[src/rtl/mcop_pkg.sv]
`timescale 1ns / 1ps
// ============================================================================
// mcop_pkg
// Shared types, constants and tables of the option pricer.
// ============================================================================
package mcop_pkg;

    localparam int PRICE_FRAC_BITS  = 16;
    localparam int SAMPLE_FRAC_BITS = 12;
    localparam int MAX_STEPS        = 256;
    localparam int EXP_FRAC         = 28;
    localparam int TAYLOR_TERMS     = 12;
    localparam int MAX_PATHS        = 1048576;
    localparam int DISC_ONE         = 65536;
    localparam int FIFO_DEPTH       = 2;
    localparam int FIFO_PTR_W       = $clog2(FIFO_DEPTH);
    localparam int FIFO_CNT_W       = $clog2(FIFO_DEPTH + 1);

    localparam logic [27:0] LN2_Q28 = 28'd186065279;
    localparam logic [31:0] U32MAX  = 32'hFFFF_FFFF;

    // Register indexes of the configuration port
    localparam logic [3:0] REG_DRIFT    = 4'd0;
    localparam logic [3:0] REG_VOL      = 4'd1;
    localparam logic [3:0] REG_DISCOUNT = 4'd2;
    localparam logic [3:0] REG_SPOT     = 4'd3;
    localparam logic [3:0] REG_STRIKE   = 4'd4;
    localparam logic [3:0] REG_PUT      = 4'd5;
    localparam logic [3:0] REG_STEPS    = 4'd6;
    localparam logic [3:0] REG_PATHS    = 4'd7;

    // log-domain step exponent, Q28
    typedef logic signed [34:0] t_x;

    typedef struct packed {
        logic signed [30:0] drift;
        logic [29:0]        vol;
        logic [16:0]        discount;
        logic [31:0]        spot;
        logic [31:0]        strike;
        logic               put;
        logic [8:0]         steps;
        logic [20:0]        paths;
    } t_cfg;

    typedef struct packed {
        logic        start;
        logic [63:0] dividend;
        logic [20:0] divisor;
    } t_div_req;

    typedef struct packed {
        logic        done;
        logic [63:0] quotient;
    } t_div_rsp;

    // floor(2^32 / i) for the Taylor term divisors; term 1 bypasses it
    function automatic logic [31:0] recip(input logic [3:0] i);
        logic [31:0] v;
        case (i)
            4'd2:    v = 32'd2147483648;
            4'd3:    v = 32'd1431655765;
            4'd4:    v = 32'd1073741824;
            4'd5:    v = 32'd858993459;
            4'd6:    v = 32'd715827882;
            4'd7:    v = 32'd613566756;
            4'd8:    v = 32'd536870912;
            4'd9:    v = 32'd477218588;
            4'd10:   v = 32'd429496729;
            4'd11:   v = 32'd390451572;
            4'd12:   v = 32'd357913941;
            default: v = 32'd0;
        endcase
        return v;
    endfunction

endpackage

[src/rtl/mcop_divider.sv]
`timescale 1ns / 1ps
// ============================================================================
// mcop_divider
// Shared restoring divider, 64-bit dividend by 21-bit divisor, 1 bit/cycle.
// ============================================================================
module mcop_divider
    import mcop_pkg::*;
(
    input  logic     i_clk,
    input  logic     i_rst_n,
    input  t_div_req i_req,
    output t_div_rsp o_rsp
);
    logic        r_busy;
    logic        r_done;
    logic [5:0]  r_cnt;
    logic [63:0] r_quo;
    logic [20:0] r_rem;
    logic [20:0] r_div;
    logic [21:0] w_trial;
    logic        w_ge;

    assign w_trial        = {r_rem, r_quo[63]};
    assign w_ge           = (w_trial >= {1'b0, r_div});
    assign o_rsp.done     = r_done;
    assign o_rsp.quotient = r_quo;

    always_ff @(posedge i_clk) begin
        if (i_req.start) begin
            r_quo <= i_req.dividend;
            r_rem <= '0;
            r_div <= i_req.divisor;
        end else if (r_busy) begin
            r_rem <= w_ge ? 21'(w_trial - {1'b0, r_div}) : w_trial[20:0];
            r_quo <= {r_quo[62:0], w_ge};
        end
    end

    always_ff @(posedge i_clk) begin
        if (!i_rst_n) begin
            r_busy <= 1'b0;
            r_done <= 1'b0;
            r_cnt  <= '0;
        end else begin
            r_done <= 1'b0;
            if (i_req.start) begin
                r_busy <= 1'b1;
                r_cnt  <= '0;
            end else if (r_busy) begin
                r_cnt <= r_cnt + 1'b1;
                if (r_cnt == 6'd63) begin
                    r_busy <= 1'b0;
                    r_done <= 1'b1;
                end
            end
        end
    end

endmodule

[config.mk]
export PLATFORM = sky130hd
export DESIGN_NAME = mcop_divider
export DESIGN_NICKNAME = d
export VERILOG_FILES = /design/src/rtl/mcop_pkg.sv /design/src/rtl/mcop_divider.sv
export SDC_FILE = /design/constraint.sdc
export NUM_CORES = 1
export LEC_CHECK = 0
export BUFFER_PORTS_ARGS = -buffer_cell sky130_fd_sc_hd__buf_2
export CAP_MARGIN = 20
export CELL_PAD_IN_SITES_DETAIL_PLACEMENT = 0
export CELL_PAD_IN_SITES_GLOBAL_PLACEMENT = 1
export CORE_UTILIZATION = 39
export CTS_BUF_LIST = sky130_fd_sc_hd__clkbuf_8
export DETAILED_ROUTE_END_ITERATION = 6
export PLACE_DENSITY_LB_ADDON = 0.1
export SYNTH_ARGS = -nofsm -noshare
export SYNTH_HDL_FRONTEND = slang
export SYNTH_SLANG_ARGS = --single-unit
[constraint.sdc]
create_clock -name i_clk -period 2.7 [get_ports i_clk]
set_input_delay 0.405 -clock i_clk [delete_from_list [all_inputs] [get_ports i_clk]]
set_output_delay 0.405 -clock i_clk [all_outputs]
set_load 0.02 [all_outputs]
==> metrics.txt <==
status=finished with violations; violated checks=negative setup slack; number of port buffers=152; clk root buf=clkbuf_8; cell-internal power=3.65 mW; Post-DP HPWL=9.62 mm; most used flip-flop cell after synthesis=edfxtp_1; Synth Area in Compound Gates=0.101; critical path startpoint category=flop; XOR/XNOR Fraction of Synth Area=0.0291; Crit-path slowest cell=edfxtp_1; CP Class=flop to flop; Pre-antenna DRT Iters=4; width of the die=123 µm; Post-DRT Antenna Nets=0; Post-synth top cells=edfxtp_1, mux2_2, nor2_1; flip-flop and latch count after synthesis=114; first-pass GRT wire length=22.1 mm; vias after detailed routing=4360; wire length per cell=15.9 µm; LEAKAGE=3.19 nW; CP bufs+invs=2; multi-input logic area=2550 µm²; ys async rst share=0; CP Capture Type=flop; Fin Clk Skew=0.0136 ns; top cells by area, synth=edfxtp_1, mux2_2, dfxtp_1, ha_1, nor2_1; Layout fillers=1288; worst rel slew slack=0.713; Critical Path RT=3.06 ns; Die ar.=15200 µm²; number of H-tree levels=4; CORE AREA=14100 µm²; worst-margin pin slew=0.427 ns; Hold WC Path Type=input pin to flop; CTS clk-pin slew, worst paths=0.07 ns; Synth area leader=edfxtp_1; row count=43; Combinational Power Share=0.239; Final Cycle Share=1.05; largest family of logic cells by synthesized area=multiplexers; Post-Layout Cell Count=859; final slew viol count=0; Post-synth EDFFs=85; Top delay family on crit path=compound AO/OA/AOI/OAI gates; Syn Inst Count=482; area growth from synthesis to layout=32.3%; CP peak stage delay=0.39 ns; initial drt markers=275; count leader, synth=edfxtp_1; share of cells above drive strength 1=0.474; Die Y=123 µm; clock buffer depth=2; final hold viol count=0; Avg Inst Size Synth=11.9 µm²; # setup viols final=13; vias per std cell=5.08; # IOs=153; yosys warns=0; Yosys cell types=57; pwr dens=689 nW/µm²; Tot Pwr=5.22 mW; syn_nets=593; # nets final=777; Seq/Total Area, Yosys=0.547; RePlAce Congestion=0.801; sequential share of power=0.415; overall routing resource usage=0.195; number of global-route vias before repair=4412; DRC violations left=0; CTS tree=yes; adder-cell share of the synthesized area=0.0516; largest net degree at the start of global routing=46; worst-path cell chain=inv_1 -> ha_2 -> inv_2 -> fa_2 -> a21oi_2 -> o211ai_1 -> nand4bb_1 -> and4_1 -> o41a_1 -> o21ai_1 -> or3b_1 -> a311oi_2; FF/Latch Area=3130 µm²; simple-gate share of the synthesized area=0.0979; crit path DAT=3.19 ns; Max Fanout on Critical Path=3; placed insts=816; initial antenna violation count=0; synthesized cell area=5720 µm²; ANT cells=0; Max-cap violations=0; DRT Wirelength=13.7 mm; highest clock rate=353 MHz; Final min period=2.83 ns; RSZ-0062 raised after global routing=true; worst setup margin=-0.131 ns; worst hold margin=0.128 ns; sw power=1.56 mW; Sw Ratio=0.300; Clock power frac=0.345; post-synthesis mux area share=0.138; post-synth top area share=0.446; GRT overflow=0; VDD IR-drop max=382 µV; Clock Sinks=114; CTS buffer count=17; Initial Util=0.406; Worst-Skew Late Latency=0.45 ns
-- path summary, 6_finish.rpt --
kind                                  to                  start  cells past startpoint  slack [ns]
hold reg to reg    r_cnt[5]$_SDFFE_PP0P_  r_cnt[5]$_SDFFE_PP0P_                      2        0.49
setup / recovery  r_rem[20]$_SDFFE_PP0P_    r_quo[63]$_DFFE_PP_                     12       -0.13
setup reg to reg  r_rem[20]$_SDFFE_PP0P_    r_quo[63]$_DFFE_PP_                     12       -0.13
hold / removal        r_div[9]$_DFFE_PP_               i_req[9]                      1        0.13
-- placed cells by master (no fill, tap or decap), drive strengths merged, types with 2 or more instances in the layout --
master / n
clkbuf: 17
a211oi: 18
xnor2: 7
nand3: 11
nor2b: 5
nor4: 3
buf: 189
o31ai: 2
inv: 30
o21a: 2
o211ai: 2
edfxtp: 85
nor3: 7
o21bai: 2
clkinvlp: 2
mux2i: 7
xor2: 12
bufinv: 4
a31oi: 3
and3: 3
dfxtp: 29
nand2b: 5
nand4: 4
nand2: 25
ha: 22
a21oi: 25
nor2: 50
clkinv: 4
o21ai: 18
mux2: 64
a311oi: 2
-- worst reg2reg max path, stage by stage (launching register included) --
cell and delay (ns):
edfxtp_1 0.39, inv_1 0.08, ha_2 0.17, inv_2 0.04
fa_2 0.36, a21oi_2 0.17, o211ai_1 0.12, nand4bb_1 0.22
and4_1 0.17, o41a_1 0.33, o21ai_1 0.11, or3b_1 0.36
a311oi_2 0.22
-- flip-flops by register name, indices dropped and copies added, names as in the netlist --
signal / cells
r_quo: 64
r_div: 21
r_rem: 21
r_cnt: 6
r_busy: 1
r_done: 1
-- metal layers --
metal,part of all wire,global-route usage
met4,0.015,0.0843
met2,0.46,0.303
met1,0.45,0.239
met3,0.074,0.0770
met5,0,0
-- kinds of logic (layout without fill, tap and decap cells) --
logic type,after synthesis,after routing
compound gates,85,85
simple gates,121,121
fa+ha+maj,23,23
mux,71,71
flops,114,114
buf+inv,49,246
xor+xnor,19,19
-- power by group through the flow --
stage | combinational (mW) | clock, mW | sequential [mW]
after detailed placement | 1.09 | 0 | 2.20
after global placement | 1.08 | 0 | 2.20
after CTS | 1.26 | 1.86 | 2.17
after floorplan | 0.601 | 0 | 2.32
final | 1.25 | 1.80 | 2.17
after global routing | 1.36 | 1.92 | 2.19
-- timing repair --
action	in CTS	in global routing
gates cloned	4	0
pin swaps	28	10
buffers inserted	8	2
hold buffers	0	0
resized for setup	32	16
setup endpoints to repair	22	22
-- layout make-up --
| type | count | share of cell area |
|---|---|---|
| flip-flops and latches | 114 | 0.414 |
| multi-input cells | 319 | 0.337 |
| repair buffers | 189 | 0.149 |
| clock buffers | 17 | 0.0309 |
| well taps | 180 | 0.0297 |
| clock inverters | 15 | 0.0271 |
| inverters | 25 | 0.0124 |
-- stage by stage --
step | setup slack, ns | utilization | setup TNS, ns | instance area (µm²)
after floorplan | -0.151 | - | -1.43 | 5730
after global placement | -0.116 | 0.486 | -0.233 | 6850
after detailed placement | -0.154 | 0.486 | -1.75 | 6850
after CTS | -0.134 | 0.536 | -1.28 | 7550
after global routing | -0.278 | 0.537 | -4.24 | 7570
final | -0.131 | 0.537 | -0.457 | 7570
No activity file was read; power rests on OpenSTA's default activity.
