**config.mk**
```make
export PLATFORM = sky130hd
export DESIGN_NAME = mcop_front_flat
export DESIGN_NICKNAME = d
export VERILOG_FILES = /design/src/rtl/mcop_pkg.sv /design/src/rtl/mcop_in_if.sv /design/src/rtl/mcop_front.sv /design/src/flat_wrapper.sv
export SDC_FILE = /design/constraint.sdc
export NUM_CORES = 1
export LEC_CHECK = 0
export ABC_AREA = 1
export ABC_CLOCK_PERIOD_IN_PS = 8400
export BUFFER_PORTS_ARGS = -buffer_cell sky130_fd_sc_hd__buf_2
export CORE_AREA = 2 2 201 203
export DETAILED_ROUTE_END_ITERATION = 10
export DIE_AREA = 0 0 203 205
export GPL_TIMING_DRIVEN = 0
export PLACE_DENSITY = 0.71
export SKIP_CTS_REPAIR_TIMING = 1
export SLEW_MARGIN = 20
export SYNTH_ARGS = -nofsm -noshare
export SYNTH_HDL_FRONTEND = slang
export SYNTH_SLANG_ARGS = --single-unit
```
**constraint.sdc**
```tcl
create_clock -name i_clk -period 8.4 [get_ports i_clk]
set_input_delay 1.26 -clock i_clk [delete_from_list [all_inputs] [get_ports i_clk]]
set_output_delay 1.26 -clock i_clk [all_outputs]
set_load 0.005 [all_outputs]
```
**src/rtl/mcop_pkg.sv**
```systemverilog
`timescale 1ns / 1ps
// ============================================================================
// mcop_pkg
// Shared types, constants and tables of the option pricer.
// ============================================================================
package mcop_pkg;

    localparam int PRICE_FRAC_BITS  = 16;
    localparam int SAMPLE_FRAC_BITS = 12;
    localparam int MAX_STEPS        = 256;
    localparam int EXP_FRAC         = 28;
    localparam int TAYLOR_TERMS     = 12;
    localparam int MAX_PATHS        = 1048576;
    localparam int DISC_ONE         = 65536;
    localparam int FIFO_DEPTH       = 2;
    localparam int FIFO_PTR_W       = $clog2(FIFO_DEPTH);
    localparam int FIFO_CNT_W       = $clog2(FIFO_DEPTH + 1);

    localparam logic [27:0] LN2_Q28 = 28'd186065279;
    localparam logic [31:0] U32MAX  = 32'hFFFF_FFFF;

    // Register indexes of the configuration port
    localparam logic [3:0] REG_DRIFT    = 4'd0;
    localparam logic [3:0] REG_VOL      = 4'd1;
    localparam logic [3:0] REG_DISCOUNT = 4'd2;
    localparam logic [3:0] REG_SPOT     = 4'd3;
    localparam logic [3:0] REG_STRIKE   = 4'd4;
    localparam logic [3:0] REG_PUT      = 4'd5;
    localparam logic [3:0] REG_STEPS    = 4'd6;
    localparam logic [3:0] REG_PATHS    = 4'd7;

    // log-domain step exponent, Q28
    typedef logic signed [34:0] t_x;

    typedef struct packed {
        logic signed [30:0] drift;
        logic [29:0]        vol;
        logic [16:0]        discount;
        logic [31:0]        spot;
        logic [31:0]        strike;
        logic               put;
        logic [8:0]         steps;
        logic [20:0]        paths;
    } t_cfg;

    typedef struct packed {
        logic        start;
        logic [63:0] dividend;
        logic [20:0] divisor;
    } t_div_req;

    typedef struct packed {
        logic        done;
        logic [63:0] quotient;
    } t_div_rsp;

    // floor(2^32 / i) for the Taylor term divisors; term 1 bypasses it
    function automatic logic [31:0] recip(input logic [3:0] i);
        logic [31:0] v;
        case (i)
            4'd2:    v = 32'd2147483648;
            4'd3:    v = 32'd1431655765;
            4'd4:    v = 32'd1073741824;
            4'd5:    v = 32'd858993459;
            4'd6:    v = 32'd715827882;
            4'd7:    v = 32'd613566756;
            4'd8:    v = 32'd536870912;
            4'd9:    v = 32'd477218588;
            4'd10:   v = 32'd429496729;
            4'd11:   v = 32'd390451572;
            4'd12:   v = 32'd357913941;
            default: v = 32'd0;
        endcase
        return v;
    endfunction

endpackage

```
**src/rtl/mcop_in_if.sv**
```systemverilog
`timescale 1ns / 1ps
// ============================================================================
// mcop_in_if
// Sample channel: valid/ready with one Gaussian sample per transaction.
// ============================================================================
interface mcop_in_if;
    logic               valid;
    logic               ready;
    logic signed [15:0] gauss_sample;

    modport source (output valid, output gauss_sample, input ready);
    modport sink   (input valid, input gauss_sample, output ready);
endinterface

```
**src/rtl/mcop_front.sv**
```systemverilog
`timescale 1ns / 1ps
// ============================================================================
// mcop_front
// Accepts samples and forms the step exponent drift + vol*z.
// ============================================================================
module mcop_front
    import mcop_pkg::*;
(
    input  logic i_clk,
    input  logic i_rst_n,
    mcop_in_if.sink i_gauss,
    input  t_cfg i_cfg,
    output logic o_push,
    output t_x   o_x,
    input  logic i_full
);
    logic signed [46:0] r_vz;
    logic               r_vz_valid;
    logic               w_accept;

    assign o_push        = r_vz_valid && !i_full;
    assign i_gauss.ready = !r_vz_valid || !i_full;
    assign w_accept      = i_gauss.valid && i_gauss.ready;
    // floor shift of the product, then the signed drift
    assign o_x = 35'(i_cfg.drift) + 35'(r_vz >>> SAMPLE_FRAC_BITS);

    always_ff @(posedge i_clk) begin
        if (w_accept) begin
            r_vz <= 47'($signed({1'b0, i_cfg.vol})) * 47'(i_gauss.gauss_sample);
        end
    end

    always_ff @(posedge i_clk) begin
        if (!i_rst_n) begin
            r_vz_valid <= 1'b0;
        end else if (w_accept) begin
            r_vz_valid <= 1'b1;
        end else if (o_push) begin
            r_vz_valid <= 1'b0;
        end
    end

endmodule

```
**src/flat_wrapper.sv**
```systemverilog
// flat-port wrapper written by rule: the top's interface ports become plain ports
module mcop_front_flat import mcop_pkg::*;
  (i_clk, i_rst_n, i_cfg, o_push, o_x, i_full, i_gauss_valid, i_gauss_gauss_sample, i_gauss_ready);
  mcop_in_if i_gauss_i ();
  input  logic i_clk;
  input  logic i_rst_n;
  input  t_cfg i_cfg;
  output logic o_push;
  output t_x o_x;
  input  logic i_full;
  input wire logic [$bits(i_gauss_i.valid)-1:0] i_gauss_valid;
  input wire logic [$bits(i_gauss_i.gauss_sample)-1:0] i_gauss_gauss_sample;
  output wire logic [$bits(i_gauss_i.ready)-1:0] i_gauss_ready;
  assign i_gauss_i.valid = i_gauss_valid;
  assign i_gauss_i.gauss_sample = i_gauss_gauss_sample;
  assign i_gauss_ready = i_gauss_i.ready;
  mcop_front u_core (.i_clk(i_clk), .i_rst_n(i_rst_n), .i_gauss(i_gauss_i), .i_cfg(i_cfg), .o_push(o_push), .o_x(o_x), .i_full(i_full));
endmodule
```
==> results.py <==
metrics = {
    "global_route": {
        "track_usage": 0.307,
        "grt_max_degree": 27,
        "antenna_found_initial": 2,
        "grt_pass1_wl_um": 97800,
        "grt_pass1_vias": 18600,
        "overflow": 0,
    },
    "clocking": {
        "clk_latency_ns": 0.28,
        "path_clk_slew_ns": 0.06,
        "cts.sinks": 36,
        "cts.htree.levels": 2,
        "cts_tree": "done",
        "cts_buffer_depth": 2,
        "clock-root-buffer": "clkbuf_16",
        "cts_buffers": 5,
    },
    "synthesis": {
        "syn-cell-area_um2": 19900,
        "ys_ff_latch": 36,
        "synth_top_area_share": 0.391,
        "ys_seq_area_frac": 0.0537,
        "synth_fp_nets": 3480,
        "syn_inst": 2716,
        "syn_avg_cell_area_um2": 7.34,
        "ys_types": 37,
        "synth_edf_count": 35,
        "synth.area.top_cells": "fa_1 (39%), inv_1 (14%), nand2_1 (13%)",
        "async_flop_share": 0,
        "synth_top_cell_by_area": "fa_1",
        "ys.warnings.count": 0,
        "ys.flop_type": "edfxtp_1",
    },
    "detailed_routing": {
        "avgRoutedWirePerCell_um": 18.5,
        "drc": 0,
        "routed-via-count": 17700,
        "vias_per_cell": 5.30,
        "dr.first_iter.drc_count": 1359,
        "first_pass_iters": 5,
        "antenna_left": 0,
        "wl_um": 61600,
    },
    "hold_path": {
        "hold_end": "u_core.r_vz_valid$_SDFFE_PN0P_",
        "worstHoldPathType": "register to register",
        "holdCritStartpoint": "u_core.r_vz_valid$_SDFFE_PN0P_",
        "hold_depth": 2,
    },
    "finish": {
        "layout-drive-gt1-share": 0.0498,
        "final_cell_mix": "inv_1 (763), nand2_1 (687), fa_1 (390), ha_1 (181), nor2_1 (162)",
        "area_growth_pct": 6.44,
        "fill_cells": 3884,
        "final_common_cell": "inv_1",
        "layout.nets": 3572,
        "ff_latch_area_um2": 1070,
        "antenna-diode-count": 0,
        "multiInputGateArea_um2": 15600,
    },
    "timing": {
        "rsz0062_at_grt": "no",
        "setup_viol": 0,
        "tns_ns": 0,
        "finClkSkew_ns": 0.00192,
        "tightest_slew_ns": 1.01,
        "slew-limit-headroom": 0.325,
        "fin_crit_ns": 7.85,
        "timing.final.crit_share": 0.934,
        "fmax_ghz": 0.127,
        "hold_viol_final": 0,
        "finalMaxSlewViolations": 0,
    },
    "floorplanning": {
        "start_util": 0.507,
        "dieWidth_um": 203,
        "die_y_um": 205,
        "coreArea_um2": 39400,
        "dieArea_um2": 41600,
        "rows": 73,
        "io_pins": 230,
    },
    "critical_path": {
        "critPathMaxFanout": 10,
        "rrSetupSlack_ns": 7.16,
        "rr_worst_depth": 2,
        "cp.required_ns": 8.44,
        "rr_startpoint": "u_core.r_vz_valid$_SDFFE_PN0P_",
        "end_kind": "register",
        "critical_path_class": "primary input to register",
        "cp.arrival_ns": 7.88,
        "critical_path.startpoint_type": "primary input",
        "reg2reg_to": "u_core.r_vz[13]$_DFFE_PP_",
    },
    "placed_design": {
        "gp_congestion": 0.988,
        "numPortBuffers": 84,
        "post-dp-hpwl_um": 53300,
    },
    "status": {
        "outcome": "completed",
    },
    "flow_run": {
        "drv_cap": 0,
    },
}
==> state kept, by name, indices dropped and copies added, names as in the netlist <==
name and cells:
u_core.r_vz_valid 1, u_core.r_vz 35
==> per-layer routing <==
metal	vias up	part of all wire	GRT usage
met2	828	0.46	0.518
met5	-	0	0
li1	8070	-	-
met3	208	0.090	0.0501
met1	8556	0.40	0.390
met4	0	0.052	0.140
==> through the flow <==
stage / cells / util / setup slack [ns] / hold WS, ns / cell area, um2
after floorplan: 2716 / - / 1.88 / 0.500 / 19900
after global placement: 3325 / 0.534 / 0.472 / 0.479 / 21000
after detailed placement: 3326 / 0.535 / 0.401 / 0.543 / 21100
after CTS: 3334 / 0.539 / 0.706 / 0.551 / 21200
after global routing: 3334 / 0.539 / 0.327 / 0.569 / 21200
final: 3334 / 0.539 / 0.552 / 0.549 / 21200
==> worst max-delay path, stage by stage <==
cell and delay, ns:
buf_2 0.09, clkbuf_1 0.62, clkbuf_1 0.70, nand2_1 0.20, fa_1 0.56, fa_1 0.54
fa_1 0.51, inv_1 0.05, fa_1 0.48, fa_1 0.49, inv_1 0.05, fa_1 0.63
inv_1 0.08, ha_1 0.36, a21oi_1 0.29, o21ai_0 0.18, a21oi_1 0.33, o21ai_0 0.15
nand2_1 0.13, nand3_1 0.08, nand2_1 0.06, nand2_1 0.04
==> layout make-up <==
cell class | count | share of cell area
inverters | 775 | 0.137
well taps | 525 | 0.0309
clock inverters | 3 | 0.00200
plain buffers | 98 | 0.0173
clock buffers | 5 | 0.00589
repair buffers | 85 | 0.0211
flip-flops and latches | 36 | 0.0505
multi-input cells | 1807 | 0.735
==> cells in the mapped netlist, types with 2 or more instances <==
cell,instances
a21boi_0,4
a21o_1,8
a21oi_1,117
a21oi_2,3
buf_1,2
clkbuf_1,96
edfxtp_1,35
fa_1,390
ha_1,181
inv_1,763
inv_2,11
nand2_1,687
nand2_2,9
nand3_1,51
nand4_1,16
nor2_1,162
nor3_1,15
nor3_2,3
nor4_2,2
o211ai_1,2
o21a_1,9
o21ai_0,54
o21ai_1,12
o21ai_2,5
o21bai_1,10
or2_2,10
xnor2_1,14
xor2_1,36
==> kinds of logic (layout without fill, tap and decap cells) <==
family,count (synthesis),after routing,synth area share
AO/OA/AOI/OAI,225,225,0.0622
XOR/XNOR,51,51,0.0228
adder cells (fa/ha/maj),571,571,0.505
buffers and inverters,873,966,0.164
flip-flops,36,36,0.0537
AND/OR/NAND/NOR,960,960,0.192
==> worst max path at each step <==
stage | slack (ns) | end | startpoint | cells past startpoint
2_1_floorplan | 1.88 | u_core.r_vz[36]$_DFFE_PP_ | i_gauss_gauss_sample[1] | 23
3_3_place_gp | 0.47 | u_core.r_vz[39]$_DFFE_PP_ | i_gauss_gauss_sample[1] | 21
3_5_place_dp | 0.40 | u_core.r_vz[42]$_DFFE_PP_ | i_gauss_gauss_sample[1] | 22
4_1_cts | 0.71 | u_core.r_vz[42]$_DFFE_PP_ | i_gauss_gauss_sample[1] | 22
5_1_grt | 0.33 | u_core.r_vz[42]$_DFFE_PP_ | i_gauss_gauss_sample[1] | 22
6_report | 0.55 | u_core.r_vz[42]$_DFFE_PP_ | i_gauss_gauss_sample[1] | 22
Power is left out: the tool's default activity adds up to more than one toggle a clock period on the data nets, which glitch-free logic cannot reach.
