--- config.mk ---
export PLATFORM = sky130hd
export DESIGN_NAME = mcop_fifo
export DESIGN_NICKNAME = d
export VERILOG_FILES = /design/src/rtl/mcop_pkg.sv /design/src/rtl/mcop_fifo.sv
export SDC_FILE = /design/constraint.sdc
export NUM_CORES = 1
export LEC_CHECK = 0
export BUFFER_PORTS_ARGS = -buffer_cell sky130_fd_sc_hd__buf_2
export CAP_MARGIN = 15
export CORE_UTILIZATION = 35
export CTS_CLUSTER_SIZE = 14
export DETAILED_ROUTE_END_ITERATION = 7
export PLACE_DENSITY_LB_ADDON = 0.3
export SYNTH_ARGS = -nofsm -noshare
export SYNTH_HDL_FRONTEND = slang
export SYNTH_SLANG_ARGS = --single-unit
--- constraint.sdc ---
create_clock -name i_clk -period 4.7 [get_ports i_clk]
set_clock_uncertainty 0.1 [all_clocks]
set_input_delay 0.705 -clock i_clk [delete_from_list [all_inputs] [get_ports i_clk]]
set_output_delay 0.705 -clock i_clk [all_outputs]
set_load 0.01 [all_outputs]
--- src/rtl/mcop_pkg.sv ---
`timescale 1ns / 1ps
// ============================================================================
// mcop_pkg
// Shared types, constants and tables of the option pricer.
// ============================================================================
package mcop_pkg;

    localparam int PRICE_FRAC_BITS  = 16;
    localparam int SAMPLE_FRAC_BITS = 12;
    localparam int MAX_STEPS        = 256;
    localparam int EXP_FRAC         = 28;
    localparam int TAYLOR_TERMS     = 12;
    localparam int MAX_PATHS        = 1048576;
    localparam int DISC_ONE         = 65536;
    localparam int FIFO_DEPTH       = 2;
    localparam int FIFO_PTR_W       = $clog2(FIFO_DEPTH);
    localparam int FIFO_CNT_W       = $clog2(FIFO_DEPTH + 1);

    localparam logic [27:0] LN2_Q28 = 28'd186065279;
    localparam logic [31:0] U32MAX  = 32'hFFFF_FFFF;

    // Register indexes of the configuration port
    localparam logic [3:0] REG_DRIFT    = 4'd0;
    localparam logic [3:0] REG_VOL      = 4'd1;
    localparam logic [3:0] REG_DISCOUNT = 4'd2;
    localparam logic [3:0] REG_SPOT     = 4'd3;
    localparam logic [3:0] REG_STRIKE   = 4'd4;
    localparam logic [3:0] REG_PUT      = 4'd5;
    localparam logic [3:0] REG_STEPS    = 4'd6;
    localparam logic [3:0] REG_PATHS    = 4'd7;

    // log-domain step exponent, Q28
    typedef logic signed [34:0] t_x;

    typedef struct packed {
        logic signed [30:0] drift;
        logic [29:0]        vol;
        logic [16:0]        discount;
        logic [31:0]        spot;
        logic [31:0]        strike;
        logic               put;
        logic [8:0]         steps;
        logic [20:0]        paths;
    } t_cfg;

    typedef struct packed {
        logic        start;
        logic [63:0] dividend;
        logic [20:0] divisor;
    } t_div_req;

    typedef struct packed {
        logic        done;
        logic [63:0] quotient;
    } t_div_rsp;

    // floor(2^32 / i) for the Taylor term divisors; term 1 bypasses it
    function automatic logic [31:0] recip(input logic [3:0] i);
        logic [31:0] v;
        case (i)
            4'd2:    v = 32'd2147483648;
            4'd3:    v = 32'd1431655765;
            4'd4:    v = 32'd1073741824;
            4'd5:    v = 32'd858993459;
            4'd6:    v = 32'd715827882;
            4'd7:    v = 32'd613566756;
            4'd8:    v = 32'd536870912;
            4'd9:    v = 32'd477218588;
            4'd10:   v = 32'd429496729;
            4'd11:   v = 32'd390451572;
            4'd12:   v = 32'd357913941;
            default: v = 32'd0;
        endcase
        return v;
    endfunction

endpackage

--- src/rtl/mcop_fifo.sv ---
`timescale 1ns / 1ps
// ============================================================================
// mcop_fifo
// Short queue of step exponents between front and back.
// ============================================================================
module mcop_fifo
    import mcop_pkg::*;
(
    input  logic i_clk,
    input  logic i_rst_n,
    input  logic i_push,
    input  t_x   i_data,
    output logic o_full,
    input  logic i_pop,
    output logic o_empty,
    output t_x   o_data
);
    t_x                    r_mem [FIFO_DEPTH];
    logic [FIFO_PTR_W-1:0] r_wr_ptr;
    logic [FIFO_PTR_W-1:0] r_rd_ptr;
    logic [FIFO_CNT_W-1:0] r_count;

    assign o_full  = (r_count == FIFO_CNT_W'(FIFO_DEPTH));
    assign o_empty = (r_count == '0);
    assign o_data  = r_mem[r_rd_ptr];

    always_ff @(posedge i_clk) begin
        if (i_push && !o_full) begin
            r_mem[r_wr_ptr] <= i_data;
        end
    end

    always_ff @(posedge i_clk) begin
        if (!i_rst_n) begin
            r_wr_ptr <= '0;
            r_rd_ptr <= '0;
            r_count  <= '0;
        end else begin
            if (i_push && !o_full) begin
                r_wr_ptr <= (r_wr_ptr == FIFO_PTR_W'(FIFO_DEPTH - 1)) ? '0 : r_wr_ptr + 1'b1;
            end
            if (i_pop && !o_empty) begin
                r_rd_ptr <= (r_rd_ptr == FIFO_PTR_W'(FIFO_DEPTH - 1)) ? '0 : r_rd_ptr + 1'b1;
            end
            r_count <= r_count + FIFO_CNT_W'(i_push && !o_full)
                               - FIFO_CNT_W'(i_pop && !o_empty);
        end
    end

    a_count_range: assert property (@(posedge i_clk) disable iff (!i_rst_n)
        r_count <= FIFO_CNT_W'(FIFO_DEPTH))
        else $error("queue count out of range");

endmodule

==> results of run 1 <==
==> worst min-delay path, delay by kind of cell (launching register included) <==
family,cells,cell delay (ns)
and+or+nand+nor,1,0.07
DFF,1,0.35
muxes,1,0.06
==> state kept, by name, summed over array words and instances, names as in the netlist, named ones only <==
| name | count |
|---|---|
| r_mem | 70 |
| r_rd_ptr | 1 |
| r_count | 2 |
| r_wr_ptr | 1 |
==> kinds of logic after synthesis <==
| kind of cell | after synthesis |
|---|---|
| AND/OR/NAND/NOR | 11 |
| adder cells (fa/ha/maj) | 2 |
| buffers and inverters | 6 |
| flip-flops | 75 |
| multiplexers | 36 |
| AO/OA/AOI/OAI | 1 |
| XOR/XNOR | 3 |
==> path summary, 6_finish.rpt <==
kind / start / end / slack (ns) / depth (start not counted)
setup reg to reg: r_count[0] / r_mem[0][10] / 2.72 / 3
setup / recovery: flip-flop / o_data[22] / 1.95 / 3
hold / removal: r_wr_ptr / r_wr_ptr / 0.43 / 2
hold reg to reg: r_wr_ptr / r_wr_ptr / 0.43 / 2
==> layer usage <==
| metal | track usage, % | part of all wire (%) | vias up |
|---|---|---|---|
| li1 | - | - | 682 |
| met1 | 13.6 | 43 | 680 |
| met2 | 17.3 | 50 | 40 |
| met3 | 3.58 | 5.8 | 7 |
| met4 | 6.15 | 1.4 | 0 |
| met5 | 0 | 0 | - |
==> final cells by class <==
type,instances,area (um^2)
timing repair buffer,76,383
multi-input combinational,53,643
inverter,2,7.51
sequential,75,2200
tap,102,128
clock inverter,5,53.8
fill,722,4340
clock buffer,11,131
==> Yosys cell counts <==
cell,n
nor2_1,2
and2_1,2
edfxtp_1,70
and3_1,1
buf_12,3
dfxtp_1,5
o21a_1,1
mux2_4,30
xnor2_1,3
nand2_1,2
ha_1,2
mux2_2,5
nand2b_1,2
mux2i_1,1
inv_1,2
nor2b_1,2
buf_6,1
==> through the flow <==
stage / cells / instance area, um^2 / power [W] / util (%) / setup slack, ns
floorplan: 134 / 2920 / 0.00126 / - / 1.90
global placement: 308 / 3360 / 0.00138 / 42.7 / 2.28
detailed placement: 308 / 3360 / 0.00139 / 42.7 / 2.26
finish: 324 / 3550 / 0.00182 / 45.0 / 1.95
global route: 324 / 3550 / 0.00192 / 45.0 / 1.81
CTS: 324 / 3550 / 0.00186 / 45.0 / 1.89
==> power groups by stage <==
stage / sequential (W) / clock [W] / combinational [W]
after floorplan: 0.000879 / 0 / 0.000380
after global placement: 0.000903 / 0 / 0.000480
after detailed placement: 0.000907 / 0 / 0.000481
after CTS: 0.000892 / 0.000483 / 0.000482
after global routing: 0.000903 / 0.000505 / 0.000512
final: 0.000891 / 0.000462 / 0.000466
==> results.md, run 1 <==
* Status: finished, final reports clean
* Hold Crit Class: flip-flop to flip-flop
* Final setup TNS at 0 ns
* Synth cell types at 17
* GPL Wtd Cong at ~0.62
* Post-CTS setup buffer count at 0
* Layout Nets at roughly 260
* Post-DP HPWL at ~3 mm
* Register area share after synthesis at around 76%
* Data arrival time of the critical path at 1.95 ns
* Synth Area in XOR/XNOR at 0.901%
* Flop pwr share at about 49%
* Routed wire per std cell at roughly 14 um
* Root Buffer: clkbuf_8
* Crit-path max FO at 22
* Vias per std cell at approximately 4.3
* Mapped Area at 2920 um^2
* Total routed wirelength at around 4.6 mm
* Hold_ws at 0.425 ns
* Sw Ratio at 26.6%
* Largest family of logic cells by synthesized area: multiplexers
* Final ANT Viol Nets at 0
* Max clock buf depth at 2
* Worst path max stage delay at between 0.6 and 0.7 ns
* Resized cells post-CTS at 0
* Clock Power Share at about a quarter
* Global Route Usage Sum at 11.1%
* 1st-iter DRT viols at 60
* Vias in the first global route at 1469
* Yosys warning count at 0
* CP delay by family, top: flip-flops
* Post-Synth Adder-Cell Area at less than 1%
* Synth Area in Compound Gates at less than 1%
* Sw Pwr at around 0.00048 W
* Syn_area_per_cell at 21.8 um^2
* Startpoint Class: flip-flop
* Initial core utilization at 37.0%
* Initial antenna violation count at 0
* CTS tree: done
* Post-Syn Nets at 175
* Hold buffers post-CTS at 0
* Commonest non-fill, non-tap cell in the layout: buf_2
* Max-Cap Viols at 0
* Core area at between 7000 and 8000 um^2
* Cell taking the most area after synthesis: edfxtp_1
* PwrDens at slightly above 500 nW/um^2
* Peak supply drop at between 0.3 and 0.4 mV
* Gate Count Post-Synth at approximately 130
* Clock Sink Count at 75
* H-tree levels at 3
* RSZ-0062 raised after global routing: false
* Gr ovfl total at 0
* Drt drc at 0
* Leak at around 1.4 nW
* Layout cells sized above 1 at a little under three fifths
* Max_slew headroom at 30.7%
* Slew of the pin with the lowest slew margin at around 1.0 ns
* Comb pwr share at between 20 and 30%
* Post-synthesis simple-gate area fraction at 2.02%
* Drt pass-1 iters at 4
* Synth top area cells: edfxtp_1 72%, mux2_4 15%, dfxtp_1 3.4%, buf_12 2.1%, mux2_2 1.9%
* Yosys reg bits at 75
* Min Clock Period, post-route at 2.75 ns
* Worst EP required at around 4 ns
* Multiplexer share of the synthesized area at between 10% and 20%
* Final Cycle Share at 58.6%
* Die footprint at 8700 um^2
* Slowest-stage cell, CP: dfxtp_2
* Final hold violation count at 0
* Worst-Skew Late Latency at about 0.32 ns
* Final Setup Violations at 0
* Total number of vias at about 1400
* Largest net degree at the start of global routing at 36
* IO buf count at between 70 and 80
* Most frequent cells in the layout: 75 x buf_2, 70 x edfxtp_1, 30 x mux2_4, 9 x clkbuf_8, 5 x mux2_2
* # rows at 32
* Critical path buffers and inverters at 2
* Ant diodes at 0
* Fmax at around 360 MHz
* Global-route wire length before repair at 7.09 mm
* CP cell instances: buf_4 > mux2_2 > buf_2
* CTS clk-pin slew, worst paths at ~0.070 ns
* Critical path type: flip-flop to output port
* Final slew viol count at 0
* Die width at just over 90 um
* Internal Pwr Total at around 0.0013 W
* Num CTS Buffers at 9
* Top cell type's share of synthesized area at roughly 70%
* Synth-to-layout area growth at 21.8%
* Setup crit end kind: output port
* Die Height at approximately 93 um
* Ports at 76
No activity file was read; power rests on OpenSTA's default activity.
==> inputs of run 2 (changes only) <==
==> constraint.sdc (replaced) <==
create_clock -name i_clk -period 2.45 [get_ports i_clk]
set_clock_uncertainty 0.1 [all_clocks]
set_input_delay 0.3675 -clock i_clk [delete_from_list [all_inputs] [get_ports i_clk]]
set_output_delay 0.3675 -clock i_clk [all_outputs]
set_load 0.01 [all_outputs]
==> run 2 against run 1 <==
Compared with the run above:
- worst hold slack got worse by 0.30 ns
- largest power group unchanged
- critical path depth unchanged
- global-route usage increased by 0.22 points
- first-iteration DRC count increased by 15%
- routed wire length increased by 3.4%
- critical endpoint is now o_data[21]
- setup slack got worse by 1.6 ns
==> results.md, run 2 (synthesis results as in run 1) <==
* Min Clock Period, post-route at roughly 2.1 ns
* Setup crit end kind: output port
* Slew of the pin with the lowest slew margin at just under 0.5 ns
* Sw Pwr at between 0.0009 and 0.001 W
* Worst EP required at 1.98 ns
* Comb pwr share at approximately a quarter
* Ant diodes at 0
* Fill cells at 694
* Placed cells at 311
* Root Buffer: clkbuf_8
* Non-filler cells, final at approximately 330
* Synth-to-layout area growth at 23.5%
* Initial core utilization at 37.0%
* Worst setup margin at 0.328 ns
* Startpoint Class: flip-flop
* Worst slack, placed at 0.650 ns
* Routed wire per std cell at roughly 14 um
* Global-route wire length before repair at about 7.1 mm
* Commonest non-fill, non-tap cell in the layout: buf_2
* Clock Sink Count at 75
* DP Area at about 3400 um^2
* Max-Cap Viols at 0
* # rows at 32
* PwrDens at between 900 and 1000 nW/um^2
* Total number of vias at approximately 1400
* Leading registers by flop count: r_mem: 70 flops, r_count: 2 flops
* Global Route Usage Sum at a little under an eighth
* CTS clk-pin slew, worst paths at about 0.08 ns
* Final slew viol count at 0
* Post-DP HPWL at a little over 3 mm
* Gr ovfl total at 0
* Max reg flops at 70
* Vias in the first global route at about 1500
* GPL Wtd Cong at roughly 0.69
* Hold Crit Class: primary input to flip-flop
* RSZ-0062 raised after global routing: false
* Final setup TNS at 0 ns
* Die width at between 90 and 100 um
* Peak supply drop at 0.463 mV
* Resized cells post-CTS at 0
* Critical path type: flip-flop to output port
* Critical path buffers and inverters at 2
* Layout Nets at roughly 260
* Slowest-stage cell, CP: dfxtp_2
* Total routed wirelength at about 4.7 mm
* Drt pass-1 iters at 3
* Design area at 3600 um^2
* Layout cells sized above 1 at 57.8%
* Ports at between 70 and 80
* Worst-Skew Late Latency at ~0.32 ns
* Sw Ratio at 26.3%
* 1st-iter DRT viols at 69
* Top reg by flops: r_mem
* Flop pwr share at between 40 and 50%
* Final Setup Violations at 0
* H-tree levels at 3
* IO buf count at 75
* Most frequent cells in the layout: 75 x buf_2, 70 x edfxtp_1, 30 x mux2_4, 10 x clkbuf_8, 5 x mux2_2
* Hold_ws at 0.122 ns
* CTS tree: done
* Clock Power Share at between 20% and 30%
* CP cell instances: buf_12 > mux2_2 > buf_2
* Initial antenna violation count at 0
* Fmax at between 400 and 500 MHz
* Status: finished, final reports clean
* Crit-path max FO at 13
* Final hold violation count at 0
* Vias per std cell at about 4.4
* Drt drc at 0
* Max clock buf depth at 2
* Worst path max stage delay at between 0.6 and 0.7 ns
* CP delay by family, top: flip-flops
* Core area at slightly below 8000 um^2
* Final ANT Viol Nets at 0
* Post-CTS setup buffer count at 0
* Largest net degree at the start of global routing at 36
* Leak at 1.42 nW
* Internal Pwr Total at about 0.0026 W
* Hold buffers post-CTS at 0
* Num CTS Buffers at 9
* Die footprint at between 8000 and 9000 um^2
* Die Height at between 90 and 100 um
* Max_slew headroom at around two thirds
* Data arrival time of the critical path at about 1.7 ns
* Final Cycle Share at 86.6%
==> run 2: cell types whose count changed in the layout (fill, tap and decap cells not counted) <==
cell | previous run | this run
clkinvlp_4 | 2 | 0
buf_12 | 0 | 2
clkinv_2 | 1 | 2
clkinv_1 | 1 | 0
buf_4 | 1 | 2
clkbuf_1 | 2 | 3
clkbuf_8 | 9 | 10
==> run 2: worst register-to-register path, stage by stage (launching register included) <==
cell	delay [ns]
dfxtp_1	0.37
nand2b_1	0.16
nand2_1	0.14
ha_1	0.30
inv_1	0.04
ha_1	0.17
xnor2_1	0.13
xnor2_1	0.12
and2_1	0.15
==> run 2: power groups by stage <==
stage | Combinational (W) | Sequential (W) | Clock [W]
after global placement | 0.000974 | 0.00173 | 0
after floorplan | 0.000731 | 0.00168 | 0
final | 0.000954 | 0.00171 | 0.000909
after CTS | 0.000975 | 0.00171 | 0.000937
after detailed placement | 0.000975 | 0.00174 | 0
after global routing | 0.00104 | 0.00172 | 0.000983
==> run 2: layer usage <==
layer  GRT usage [%]  up-vias  part of all wire [%]
met1            13.1      707                    41
met2            18.9       38                    51
met5               0        -                     0
met4            6.15        0                   1.9
li1                -      686                     -
met3            3.25        8                   5.6
==> run 2: per-stage QoR <==
step                      util [%]  total power, W
after floorplan                  -         0.00241
final                         45.7         0.00357
after global placement        43.3         0.00270
after detailed placement      43.3         0.00271
after CTS                     45.7         0.00362
after global routing          45.7         0.00374
==> run 2: area by class of cell <==
class                      instances  area (um^2)  share of cell area, %
sequential                        75         2200                   61.2
inverter                           2         7.51                  0.208
clock buffer                      13          149                   4.13
tap                              102          128                   3.54
multi-input combinational         53          643                   17.9
timing repair buffer              79          430                   12.0
clock inverter                     3         40.0                   1.11
==> run 2: path summary, 6_finish.rpt <==
kind	from	cells after the start	to	slack (ns)
min	i_data[12]	1	r_mem[1][12]	0.12
max	flip-flop	3	o_data[21]	0.33
min reg2reg	r_wr_ptr	2	r_wr_ptr	0.42
max reg2reg	r_count[0]	8	r_count[1]	0.66
==> inputs of run 3 (changes only) <==
--- a/config.mk
+++ b/config.mk
@@ -5,9 +5,9 @@
 export SDC_FILE = /design/constraint.sdc
 export NUM_CORES = 1
 export LEC_CHECK = 0
-export BUFFER_PORTS_ARGS = -buffer_cell sky130_fd_sc_hd__buf_2
+export BUFFER_PORTS_ARGS = -buffer_cell sky130_fd_sc_hd__buf_4
 export CAP_MARGIN = 15
-export CORE_UTILIZATION = 35
+export CORE_UTILIZATION = 30
 export CTS_CLUSTER_SIZE = 14
 export DETAILED_ROUTE_END_ITERATION = 7
 export PLACE_DENSITY_LB_ADDON = 0.3
==> run 3 against run 2 <==
Compared with the run above:
- global-route usage down 1.4 points
- cell count up 7.3%
- clock power up 19%
- worst hold slack worse by 0.0057 ns
- flip-flop and latch count unchanged
- first-iteration DRC count down 81%
- fmax up 10%
- setup slack better by 0.20 ns
- combinational power up 15%
- largest power group unchanged
==> results.md, run 3 (synthesis results as in run 1) <==
* Vias per std cell at around 4
* Vias in the first global route at 1439
* Final Setup Violations at 0
* Slowest-stage cell, CP: mux2_2
* Final setup TNS at 0 ns
* Layout Nets at 260
* Hold Path Sink: r_mem[1][6]
* Ant diodes at 0
* PwrDens at roughly 1000 nW/um^2
* H-tree levels at 3
* Max_slew headroom at about 67%
* Leading registers by flop count: r_mem: 70 flops, r_count: 2 flops
* Hold Path Cell Cnt at 1
* Initial core utilization at a little under a third
* Routed wire per std cell at between 10 and 15 um
* Ports at 76
* Clock Sink Count at 75
* Final slew viol count at 0
* Die Height at ~100 um
* Slew of the pin with the lowest slew margin at 0.496 ns
* Startpoint Class: flip-flop
* 1st-iter DRT viols at 13
* Final Total Pwr at between 0.003 and 0.004 W
* Min Clock Period, post-route at roughly 1.9 ns
* Gr ovfl total at 0
* # rows at 35
* Worst min-delay path startpoint: i_data[6]
* Top reg by flops: r_mem
* Placed cells at around 340
* Core area at 9330 um^2
* Root Buffer: clkbuf_8
* Fmax at around 520 MHz
* Final ANT Viol Nets at 0
* Most frequent cells in the layout: 77 x buf_4, 70 x edfxtp_1, 30 x mux2_4, 9 x clkbuf_8, 5 x mux2_2
* IO buf count at 75
* Initial antenna violation count at 0
* Worst-Skew Late Latency at approximately 0.32 ns
* Final hold violation count at 0
* Global-route wire length before repair at around 7.2 mm
* Drt pass-1 iters at 3
* Leak at 1.50 nW
* Peak supply drop at between 0.5 and 0.6 mV
* Synth-to-layout area growth at 31.8%
* Post-DP HPWL at a little over 3 mm
* Largest net degree at the start of global routing at 36
* Max-Cap Viols at 0
* Final core occ at 41.2%
* Critical path type: flip-flop to output port
* Data arrival time of the critical path at approximately 1.5 ns
* Resized cells post-CTS at 0
* CTS tree: done
* Setup crit end kind: output port
* Layout cells sized above 1 at between 50% and 60%
* Num CTS Buffers at 9
* Worst path max stage delay at 0.38 ns
* Die width at between 100 and 150 um
* GPL Wtd Cong at approximately 0.68
* Worst EP required at between 1.5 and 2 ns
* Final Cycle Share at ~80%
* Non-filler cells, final at ~350
* CP cell instances: buf_12 > mux2_2 > buf_4
* Max clock buf depth at 2
* Total routed wirelength at 4.80 mm
* R2R depth at 8
* Hold buffers post-CTS at 0
* Status: finished, final reports clean
* Commonest non-fill, non-tap cell in the layout: buf_4
* Die footprint at between 10000 and 15000 um^2
* Max reg flops at 70
* Global Route Usage Sum at under 10%
* Drt drc at 0
* Total number of vias at around 1400
* RSZ-0062 raised after global routing: false
* Post-CTS setup buffer count at 0
* Reg-to-reg startpoint: r_count[0]
* Hold Crit Class: primary input to flip-flop
* CTS clk-pin slew, worst paths at 0.08 ns
* Crit-path max FO at 35
* R2r endpoint: r_count[1]
* R2R Setup Slk at between 0.6 and 0.7 ns
-- run 3: cell count changes in the layout (fill, tap and decap cells not counted) --
cell	delta
buf_2	-75
clkbuf_8	-1
clkbuf_1	-3
buf_12	-1
clkinv_4	+1
buf_4	+75
bufinv_16	+2
clkinv_2	-1
-- run 3: worst max-delay path, delay by kind of cell, from the launching register on --
family / cells / cell delay [ns]
muxes: 1 / 0.38
DFF: 1 / 0.34
buffers and inverters: 2 / 0.40
-- run 3: worst max path at each step --
stage / from / endpoint / slack, ns / cells past startpoint
2_1_floorplan: r_count[0] / r_mem[0][0] / 0.43 / 3
3_3_place_gp: r_count[0] / r_count[1] / 0.72 / 8
3_5_place_dp: r_count[0] / r_count[1] / 0.67 / 8
4_1_cts: flip-flop / o_data[22] / 0.48 / 3
5_1_grt: flip-flop / o_data[29] / 0.46 / 3
6_report: flip-flop / o_data[22] / 0.52 / 3
-- run 3: layout make-up --
cell class / count / area (um^2)
clock buffers: 9 / 124
clock inverters: 5 / 104
flip-flops and latches: 75 / 2200
fillers: 863 / 5490
inverters: 2 / 7.51
well taps: 129 / 161
repair buffers: 78 / 598
multi-input cells: 53 / 643
-- run 3: per-stage QoR --
step	setup WS [ns]	instance area, um^2	hold WS [ns]
after floorplan	0.431	2920	0.366
after global placement	0.718	3610	0.406
after detailed placement	0.669	3610	0.409
after CTS	0.480	3840	0.0931
after global routing	0.455	3840	0.0880
final	0.524	3840	0.117
-- run 3: per-layer routing --
| metal | GRT usage (%) | part of all wire (%) | vias up |
|---|---|---|---|
| met2 | 16.5 | 52 | 40 |
| met5 | 0 | 0 | - |
| met4 | 6.02 | 1.8 | 0 |
| met1 | 11.3 | 42 | 694 |
| met3 | 2.64 | 4.3 | 6 |
| li1 | - | - | 678 |
-- run 3: power by group --
group | leakage [nW] | switching (W) | internal, W
Sequential | 0.696 | 0.0000550 | 0.00161
Clock | 0.115 | 0.000418 | 0.000665
Combinational | 0.685 | 0.000477 | 0.000618
Total | 1.50 | 0.000950 | 0.00290
